===== config.mk =====
export PLATFORM = sky130hd
export DESIGN_NAME = sorted_top_n_score_table_unit_flat
export DESIGN_NICKNAME = d
export VERILOG_FILES = /design/src/hw/rtl/stst_pkg.sv /design/src/hw/rtl/stst_if.sv /design/src/hw/rtl/stst_cell.sv /design/src/hw/rtl/sorted_top_n_score_table_unit.sv /design/src/flat_wrapper.sv
export SDC_FILE = /design/constraint.sdc
export NUM_CORES = 2
export LEC_CHECK = 0
export BUFFER_PORTS_ARGS = -buffer_cell sky130_fd_sc_hd__buf_2
export CORE_MARGIN = 10
export CORE_UTILIZATION = 53
export CTS_CLUSTER_DIAMETER = 200
export CTS_CLUSTER_SIZE = 20
export DETAILED_ROUTE_END_ITERATION = 10
export GPL_ROUTABILITY_DRIVEN = 0
export MAX_ROUTING_LAYER = met4
export PLACE_DENSITY = 0.69
export SYNTH_ARGS = -nofsm -noshare
export SYNTH_HDL_FRONTEND = slang
export SYNTH_SLANG_ARGS = --single-unit

===== constraint.sdc =====
create_clock -name clk_i -period 17 [get_ports clk_i]
set_input_delay 4.25 -clock clk_i [delete_from_list [all_inputs] [get_ports clk_i]]
set_output_delay 4.25 -clock clk_i [all_outputs]
set_load 0.01 [all_outputs]

===== src/hw/rtl/stst_pkg.sv =====
// Package for the sorted top-N score table.
// Holds table size, widths, the cell control struct and the score order key.
package stst_pkg;

  localparam int unsigned Slots     = 8;
  localparam int unsigned ScoreW    = 64;
  localparam int unsigned RankW     = 3;
  localparam int unsigned SlotIdxW  = (Slots > 1) ? $clog2(Slots) : 1;
  localparam int unsigned SlotCntW  = $clog2(Slots + 1);

  localparam logic [ScoreW-1:0] SignBit = {1'b1, {(ScoreW-1){1'b0}}};

  typedef enum logic [1:0] {
    ST_IDLE,
    ST_INSERT,
    ST_DUMP
  } state_e;

  // control broadcast from the controller to each cell
  typedef struct packed {
    logic             insert;   // apply an insert this cycle
    logic             full;     // table was full before this insert
    logic [ScoreW-1:0] score;
    logic [ScoreW-1:0] key;     // order key of the new score
    logic             shift;    // rotate the row for the dump
  } cell_ctl_t;

  // map double bits to an unsigned key whose order is the score order
  function automatic logic [ScoreW-1:0] order_key(input logic [ScoreW-1:0] b);
    logic [ScoreW-1:0] t;
    t = (b == SignBit) ? '0 : b;
    if (t[ScoreW-1]) begin
      return ~t;
    end
    return t | SignBit;
  endfunction

endpackage


===== src/hw/rtl/stst_if.sv =====
// Valid/ready channel interfaces for the score table.
// Depends on stst_pkg for widths.
interface stst_in_if;
  logic                         valid;
  logic                         ready;
  logic [stst_pkg::ScoreW-1:0]  score_bits;
  modport source (output valid, output score_bits, input ready);
  modport sink (input valid, input score_bits, output ready);
endinterface

interface stst_out_if;
  logic                         valid;
  logic                         ready;
  logic [stst_pkg::RankW-1:0]   rank;
  logic [stst_pkg::ScoreW-1:0]  entry_bits;
  logic                         entry_valid;
  logic                         last_entry;
  modport source (output valid, output rank, output entry_bits, output entry_valid,
                  output last_entry, input ready);
  modport sink (input valid, input rank, input entry_bits, input entry_valid,
                input last_entry, output ready);
endinterface


===== src/hw/rtl/stst_cell.sv =====
// One slot of the sorted score row.
// Depends on stst_pkg. Takes from its upper neighbor on insert, rotates on dump.
module stst_cell (
  input  logic                        clk_i,
  input  logic                        rst_ni,
  input  stst_pkg::cell_ctl_t         ctl_i,
  input  logic                        up_used_i,   // neighbor above
  input  logic [stst_pkg::ScoreW-1:0] up_score_i,
  input  logic                        up_gt_i,     // neighbor above key > new key
  input  logic                        first_empty_i, // this is highest empty slot
  input  logic                        rot_used_i,  // rotation source
  input  logic [stst_pkg::ScoreW-1:0] rot_score_i,
  output logic                        used_o,
  output logic [stst_pkg::ScoreW-1:0] score_o,
  output logic                        gt_o         // used and key > new key
);

  logic                        used_q, used_d;
  logic [stst_pkg::ScoreW-1:0] score_q, score_d;

  assign gt_o = used_q && (stst_pkg::order_key(score_q) > ctl_i.key);

  always_comb begin
    used_d  = used_q;
    score_d = score_q;
    if (ctl_i.shift) begin
      used_d  = rot_used_i;
      score_d = rot_score_i;
    end else if (ctl_i.insert) begin
      // cells from the start slot up to the insert point shift down one
      if (!gt_o && (used_q || first_empty_i || ctl_i.full)) begin
        if (up_used_i && !up_gt_i) begin
          score_d = up_score_i;
        end else begin
          score_d = ctl_i.score;
        end
        used_d = 1'b1;
      end
    end
  end

  always_ff @(posedge clk_i or negedge rst_ni) begin
    if (!rst_ni) begin
      used_q  <= 1'b0;
      score_q <= '0;
    end else begin
      used_q  <= used_d;
      score_q <= score_d;
    end
  end

  assign used_o  = used_q;
  assign score_o = score_q;

endmodule


===== src/hw/rtl/sorted_top_n_score_table_unit.sv =====
// Top level of the sorted top-N score table: controller and a row of cells.
// Depends on stst_pkg, stst_if and stst_cell.
//
//  channel | dir | payload                                   | handshake
//  in_ch   | in  | score_bits                                | valid/ready
//  out_ch  | out | rank, entry_bits, entry_valid, last_entry | valid/ready
//
// An item is taken in idle, then goes through the insert state and a dump of
// Slots results; idle returns after the last result. The dump rotates the
// cell row once per result. Reset clears the table to empty. Output stalls
// hold the row; a new item is taken only after the last result of the
// current dump is taken.
module sorted_top_n_score_table_unit (
  input  logic          clk_i,
  input  logic          rst_ni,
  stst_in_if.sink       in_ch,
  stst_out_if.source    out_ch
);

  localparam int unsigned N = stst_pkg::Slots;

  stst_pkg::state_e            state_q, state_d;
  logic [stst_pkg::ScoreW-1:0] score_q;
  logic [stst_pkg::SlotIdxW-1:0] cnt_q, cnt_d;
  stst_pkg::cell_ctl_t         ctl;

  logic                        used   [N];
  logic [stst_pkg::ScoreW-1:0] sc     [N];
  logic                        gt     [N];
  logic                        full, take;

  assign full = used[0];
  // when full, refuse unless strictly above the lowest entry
  assign take = !full || !gt[0] &&
                (stst_pkg::order_key(sc[0]) != stst_pkg::order_key(score_q));

  always_comb begin
    ctl.insert = (state_q == stst_pkg::ST_INSERT) && take;
    ctl.full   = full;
    ctl.score  = score_q;
    ctl.key    = stst_pkg::order_key(score_q);
    ctl.shift  = (state_q == stst_pkg::ST_DUMP) && out_ch.ready;
  end

  for (genvar g = 0; g < N; g++) begin : g_cell
    logic up_u, up_g, fe;
    logic [stst_pkg::ScoreW-1:0] up_s;
    if (g == N - 1) begin : g_top
      assign up_u = 1'b0;
      assign up_s = '0;
      assign up_g = 1'b1;
      assign fe   = !used[g];
    end else begin : g_mid
      assign up_u = used[g+1];
      assign up_s = sc[g+1];
      assign up_g = gt[g+1];
      assign fe   = !used[g] && used[g+1];
    end
    stst_cell u_cell (
      .clk_i        (clk_i),
      .rst_ni       (rst_ni),
      .ctl_i        (ctl),
      .up_used_i    (up_u),
      .up_score_i   (up_s),
      .up_gt_i      (up_g),
      .first_empty_i(fe),
      .rot_used_i   (used[(g + 1) % N]),
      .rot_score_i  (sc[(g + 1) % N]),
      .used_o       (used[g]),
      .score_o      (sc[g]),
      .gt_o         (gt[g])
    );
  end

  always_comb begin
    state_d = state_q;
    cnt_d   = cnt_q;
    case (state_q)
      stst_pkg::ST_IDLE: begin
        if (in_ch.valid) state_d = stst_pkg::ST_INSERT;
      end
      stst_pkg::ST_INSERT: begin
        state_d = stst_pkg::ST_DUMP;
        cnt_d   = '0;
      end
      stst_pkg::ST_DUMP: begin
        if (out_ch.ready) begin
          cnt_d = cnt_q + 1'b1;
          if (cnt_q == stst_pkg::SlotIdxW'(N - 1)) state_d = stst_pkg::ST_IDLE;
        end
      end
      default: state_d = stst_pkg::ST_IDLE;
    endcase
  end

  always_ff @(posedge clk_i or negedge rst_ni) begin
    if (!rst_ni) begin
      state_q <= stst_pkg::ST_IDLE;
      cnt_q   <= '0;
    end else begin
      state_q <= state_d;
      cnt_q   <= cnt_d;
    end
  end

  always_ff @(posedge clk_i) begin
    if (in_ch.valid && in_ch.ready) score_q <= in_ch.score_bits;
  end

  assign in_ch.ready        = (state_q == stst_pkg::ST_IDLE);
  assign out_ch.valid       = (state_q == stst_pkg::ST_DUMP);
  assign out_ch.rank        = stst_pkg::RankW'(cnt_q);
  assign out_ch.entry_bits  = used[0] ? sc[0] : '0;
  assign out_ch.entry_valid = used[0];
  assign out_ch.last_entry  = (cnt_q == stst_pkg::SlotIdxW'(N - 1));

`ifndef SYNTHESIS
  a_no_accept_busy: assert property (@(posedge clk_i) disable iff (!rst_ni)
    (state_q != stst_pkg::ST_IDLE) |-> !in_ch.ready) else $error("busy accept");
  a_last_done: assert property (@(posedge clk_i) disable iff (!rst_ni)
    (out_ch.valid && out_ch.ready && out_ch.last_entry) |=>
    (state_q == stst_pkg::ST_IDLE)) else $error("dump overrun");
  a_fill_low: assert property (@(posedge clk_i) disable iff (!rst_ni)
    (state_q == stst_pkg::ST_IDLE && used[0]) |-> used[N-1]) else $error("fill order");
`endif

endmodule

===== src/flat_wrapper.sv =====
// flat-port wrapper written by rule: the top's interface ports become plain ports
module sorted_top_n_score_table_unit_flat 
  (clk_i, rst_ni, in_ch_valid, in_ch_score_bits, in_ch_ready, out_ch_valid, out_ch_rank, out_ch_entry_bits, out_ch_entry_valid, out_ch_last_entry, out_ch_ready);
  stst_in_if in_ch_i ();
  stst_out_if out_ch_i ();
  input  logic clk_i;
  input  logic rst_ni;
  input wire logic [$bits(in_ch_i.valid)-1:0] in_ch_valid;
  input wire logic [$bits(in_ch_i.score_bits)-1:0] in_ch_score_bits;
  output wire logic [$bits(in_ch_i.ready)-1:0] in_ch_ready;
  output wire logic [$bits(out_ch_i.valid)-1:0] out_ch_valid;
  output wire logic [$bits(out_ch_i.rank)-1:0] out_ch_rank;
  output wire logic [$bits(out_ch_i.entry_bits)-1:0] out_ch_entry_bits;
  output wire logic [$bits(out_ch_i.entry_valid)-1:0] out_ch_entry_valid;
  output wire logic [$bits(out_ch_i.last_entry)-1:0] out_ch_last_entry;
  input wire logic [$bits(out_ch_i.ready)-1:0] out_ch_ready;
  assign in_ch_i.valid = in_ch_valid;
  assign in_ch_i.score_bits = in_ch_score_bits;
  assign in_ch_ready = in_ch_i.ready;
  assign out_ch_valid = out_ch_i.valid;
  assign out_ch_rank = out_ch_i.rank;
  assign out_ch_entry_bits = out_ch_i.entry_bits;
  assign out_ch_entry_valid = out_ch_i.entry_valid;
  assign out_ch_last_entry = out_ch_i.last_entry;
  assign out_ch_i.ready = out_ch_ready;
  sorted_top_n_score_table_unit u_core (.clk_i(clk_i), .rst_ni(rst_ni), .in_ch(in_ch_i), .out_ch(out_ch_i));
endmodule

==> flow_summary.html <==
<table>
<tr><th>Metric</th><th>Value</th></tr>
<tr><th colspan="2">Timing</th></tr>
<tr><td>Final Slew Violations</td><td>10</td></tr>
<tr><td>Tightest Pin Transition</td><td>about 1.6 ns</td></tr>
<tr><td>Number of hold violations in the final report</td><td>0</td></tr>
<tr><td>Final worst-path setup slack</td><td>7.405 ns</td></tr>
<tr><td>Final worst-path cycle share</td><td>a little under three fifths</td></tr>
<tr><td>Worst max-slew margin expressed relative to the limit</td><td>-10.58%</td></tr>
<tr><td>Setup violations, final</td><td>0</td></tr>
<tr><td>Maximum frequency from static timing analysis</td><td>104.2 MHz</td></tr>
<tr><td>Post-Route Setup TNS</td><td>0 ns</td></tr>
<tr><td>Setup repair after global routing missed its margin</td><td>no</td></tr>
<tr><td>Worst Skew</td><td>roughly 0.053 ns</td></tr>
<tr><td>Min cycle time layout</td><td>9.595 ns</td></tr>
<tr><td>Worst Hold Margin</td><td>around 0.56 ns</td></tr>
<tr><th colspan="2">Synth</th></tr>
<tr><td>Most used flip-flop cell after synthesis</td><td>sky130_fd_sc_hd__dfrtp_1</td></tr>
<tr><td>Synthesized-area fraction occupied by ao, oa, aoi and oai cells</td><td>7.644%</td></tr>
<tr><td>Unique masters post-synth</td><td>76</td></tr>
<tr><td>Largest family of logic cells by synthesized area</td><td>multiplexers</td></tr>
<tr><td>Post-synthesis instance area</td><td>49990 sq um</td></tr>
<tr><td>Adder and majority gate portion of the synthesized area</td><td>12.71%</td></tr>
<tr><td>Synthesized net count</td><td>5759</td></tr>
<tr><td>Sequential share of the synthesized area</td><td>30.13%</td></tr>
<tr><td>Flip-flop and latch count after synthesis</td><td>between 500 and 600</td></tr>
<tr><td>Avg Synthesized Cell Area</td><td>~9.6 sq um</td></tr>
<tr><td>Synth warn</td><td>0</td></tr>
<tr><td>Area leader, netlist</td><td>sky130_fd_sc_hd__dfrtp_1</td></tr>
<tr><td>EDFF count, synth</td><td>64</td></tr>
<tr><td>Yosys top cell area share</td><td>26.28%</td></tr>
<tr><td>Syn Inst Count</td><td>approximately 5200</td></tr>
<tr><td>Post-synthesis mux area share</td><td>around a fifth</td></tr>
<tr><td>Post-synthesis share of cell area spent on and, or, nand and nor gates</td><td>14.91%</td></tr>
<tr><td>Synthesized-area fraction occupied by xor and xnor cells</td><td>about a tenth</td></tr>
<tr><td>Share of flip-flops with an asynchronous set or reset</td><td>89.13%</td></tr>
<tr><td>Leading post-synthesis cells by cell area</td><td>sky130_fd_sc_hd__dfrtp_1, sky130_fd_sc_hd__mux2_2, sky130_fd_sc_hd__ha_1, sky130_fd_sc_hd__xnor2_1, sky130_fd_sc_hd__nor2_1</td></tr>
<tr><th colspan="2">Routing</th></tr>
<tr><td>First-pass detailed-route iteration total</td><td>8</td></tr>
<tr><td>Post-route DRC</td><td>0</td></tr>
<tr><td>Final routed wirelength across all metal layers</td><td>around 200 mm</td></tr>
<tr><td>Number of vias after detailed routing</td><td>between 40000 and 50000</td></tr>
<tr><td>Initial DRC count</td><td>roughly 6200</td></tr>
<tr><td>Average via count per standard cell</td><td>approximately 7</td></tr>
<tr><td>Wire length per cell</td><td>slightly above 30 microns</td></tr>
<tr><td>Number of routed nets with antenna violations</td><td>0</td></tr>
<tr><th colspan="2">Die</th></tr>
<tr><td>Die footprint</td><td>between 100000 and 150000 sq um</td></tr>
<tr><td># IOs</td><td>139</td></tr>
<tr><td>Placement row count</td><td>between 100 and 150</td></tr>
<tr><td>Core area</td><td>93470 sq um</td></tr>
<tr><td>DIE HEIGHT</td><td>around 330 microns</td></tr>
<tr><td>Effective utilization at floorplan</td><td>53.48%</td></tr>
<tr><td>DIE WIDTH</td><td>327.1 microns</td></tr>
<tr><th colspan="2">Clocking</th></tr>
<tr><td>Cts repair resizes</td><td>0</td></tr>
<tr><td>Post-CTS Hold Fix Bufs</td><td>0</td></tr>
<tr><td>Number of buffers inserted by post-CTS setup repair</td><td>0</td></tr>
<tr><td># H-tree levels</td><td>2</td></tr>
<tr><td>Cell chosen for the clock root</td><td>sky130_fd_sc_hd__clkbuf_16</td></tr>
<tr><td>Worst-Skew Late Latency</td><td>0.66 ns</td></tr>
<tr><td>CTS max path bufs</td><td>3</td></tr>
<tr><td>Worst-path clk slew</td><td>0.09 ns</td></tr>
<tr><td>Clock buffer count from CTS</td><td>35</td></tr>
<tr><td>Count of clock tree sinks</td><td>between 500 and 600</td></tr>
<tr><td>CTS tree</td><td>yes</td></tr>
<tr><th colspan="2">Layout</th></tr>
<tr><td>Net count reported at finish</td><td>between 5000 and 6000</td></tr>
<tr><td>Final-layout fill cell count</td><td>8285</td></tr>
<tr><td>Fraction of final layout cells with drive strength greater than 1</td><td>a little over a fifth</td></tr>
<tr><td>Most common cell after layout, fill and taps aside</td><td>sky130_fd_sc_hd__mux2_2</td></tr>
<tr><td>Area Overhead vs Synth</td><td>5.136%</td></tr>
<tr><td>Leading cell types in the layout, fill and taps excluded</td><td>sky130_fd_sc_hd__mux2_2, sky130_fd_sc_hd__nor2_1, sky130_fd_sc_hd__dfrtp_1</td></tr>
<tr><th colspan="2">Global route</th></tr>
<tr><td>Total Routing Usage GR</td><td>around 37%</td></tr>
<tr><td>Antenna violations before repair</td><td>9</td></tr>
<tr><td>Wire length of the first global-routing pass</td><td>approximately 290 mm</td></tr>
<tr><td>Largest net degree at the start of global routing</td><td>82</td></tr>
<tr><td>Total gr overflow</td><td>0</td></tr>
<tr><td>Vias in the first global route</td><td>between 40000 and 50000</td></tr>
<tr><th colspan="2">Placement</th></tr>
<tr><td>Number of port buffers</td><td>138</td></tr>
<tr><td>Worst-case setup slack after placement</td><td>roughly 8.7 ns</td></tr>
<tr><td>Final HPWL from detailed placement</td><td>about 140 mm</td></tr>
<tr><th colspan="2">Worst hold path</th></tr>
<tr><td>Class of the tightest hold or removal check</td><td>reg -&gt; reg</td></tr>
<tr><th colspan="2">Worst setup path</th></tr>
<tr><td>Arrival time of the worst setup path</td><td>around 10 ns</td></tr>
<tr><td>Critical Path RT</td><td>between 15 and 20 ns</td></tr>
<tr><td>WS Path Type</td><td>reg -&gt; reg</td></tr>
<tr><td>Maximum fanout along the worst path</td><td>57</td></tr>
<tr><td>Capturing element type of the critical path</td><td>register</td></tr>
<tr><td>Startpoint type of the worst setup path</td><td>register</td></tr>
<tr><th colspan="2">Status</th></tr>
<tr><td>Failing checks</td><td>capacitance limit, slew limit</td></tr>
<tr><td>Run status</td><td>finished with violations</td></tr>
<tr><th colspan="2">Run</th></tr>
<tr><td>Max-cap violation count</td><td>5</td></tr>
</table>
## path summary, 6_finish.rpt
path / startpoint / endpoint / slack [ns] / cells after the start
max in group asynchronous: rst_ni / u_core.g_cell[5].u_cell.score_o[63] / 10.29 / 4
min in group asynchronous: rst_ni / u_core.g_cell[3].u_cell.score_o[55] / 3.58 / 1
min reg2reg: u_core.g_cell[3].u_cell.used_o / u_core.g_cell[3].u_cell.used_o / 0.56 / 1
max reg2reg: u_core.score_q[45] / u_core.g_cell[6].u_cell.score_o[47] / 7.41 / 16
min: u_core.g_cell[3].u_cell.used_o / u_core.g_cell[3].u_cell.used_o / 0.56 / 1
max: u_core.score_q[45] / u_core.g_cell[6].u_cell.score_o[47] / 7.41 / 16
## flip-flops by register name, indices dropped and copies added (netlist names)
register	count
u_core.g_cell.u_cell.score_o	512
u_core.g_cell.u_cell.used_o	8
u_core.out_ch.rank	3
u_core.score_q	64
u_core.state_q	2
## cell families after synthesis
kind of cell / Yosys count
AOI/OAI and AO/OA: 603
muxes: 960
and+or+nand+nor: 1558
buffers and inverters: 395
DFF: 589
adders and majority gates: 508
xor gates and xnor gates: 572
## final cells by class
class	instances	area, sq um	area share, %
sequential	589	15090	28.71
clock buffer	60	1012	1.926
inverter	27	101.3	0.1928
timing repair buffer	217	1294	2.462
multi-input combinational	4201	33450	63.64
clock inverter	1	16.27	0.03095
tap	1254	1569	2.985
antenna	10	25.02	0.04761
## per-layer routing
metal / global-route usage (%) / vias to the layer above / routed length [microns]
met3: 13.43 / 748 / 28390
met4: 20.26 / 0 / 13400
met2: 49.48 / 3087 / 78500
li1: - / 18433 / -
met5: - / - / 0
met1: 46.39 / 21307 / 76860
## critical path: stages, from the launching register on
cell,delay [ns]
sky130_fd_sc_hd__edfxtp_1,0.61
sky130_fd_sc_hd__nor4_1,1.09
sky130_fd_sc_hd__nand4_1,0.66
sky130_fd_sc_hd__or4_2,0.84
sky130_fd_sc_hd__buf_4,0.30
sky130_fd_sc_hd__and2_1,0.37
sky130_fd_sc_hd__ha_1,0.36
sky130_fd_sc_hd__nand4_1,0.11
sky130_fd_sc_hd__nor4_1,0.95
sky130_fd_sc_hd__nand4_1,0.77
sky130_fd_sc_hd__a41oi_1,0.64
sky130_fd_sc_hd__a2111o_1,0.17
sky130_fd_sc_hd__a21oi_1,0.05
sky130_fd_sc_hd__a211o_4,0.51
sky130_fd_sc_hd__o21ai_4,0.50
sky130_fd_sc_hd__buf_4,1.00
sky130_fd_sc_hd__mux2_2,0.42
## stage by stage
stage | instances | util [%] | area, sq um
finish | 6359 | 56.23 | 52560
global route | 6357 | 56.22 | 52550
CTS | 6348 | 56.18 | 52510
detailed placement | 6287 | 55.08 | 51480
global placement | 6287 | 55.08 | 51480
floorplan | 5185 | - | 49990
## synthesized netlist by cell type, drive strengths merged (10+ instances only)
| library cell | instances |
|---|---|
| mux2 | 768 |
| a31oi | 70 |
| nor4b | 10 |
| mux2i | 192 |
| a21oi | 151 |
| and4 | 10 |
| xnor2 | 502 |
| ha | 506 |
| inv | 27 |
| o21a | 15 |
| nand3 | 47 |
| xor2 | 70 |
| nand2b | 21 |
| nand3b | 67 |
| nor3 | 102 |
| o21ai | 152 |
| buf | 130 |
| a21o | 80 |
| nand2 | 344 |
| and2 | 71 |
| nand4 | 126 |
| a211oi | 31 |
| nor2b | 14 |
| edfxtp | 64 |
| nor2 | 570 |
| dfrtp | 525 |
| nor4 | 158 |
| o211ai | 20 |
| clkbuf | 238 |
Power is not shown: default switching activity piles up to over one toggle a cycle in this logic, so the estimate is an artifact.
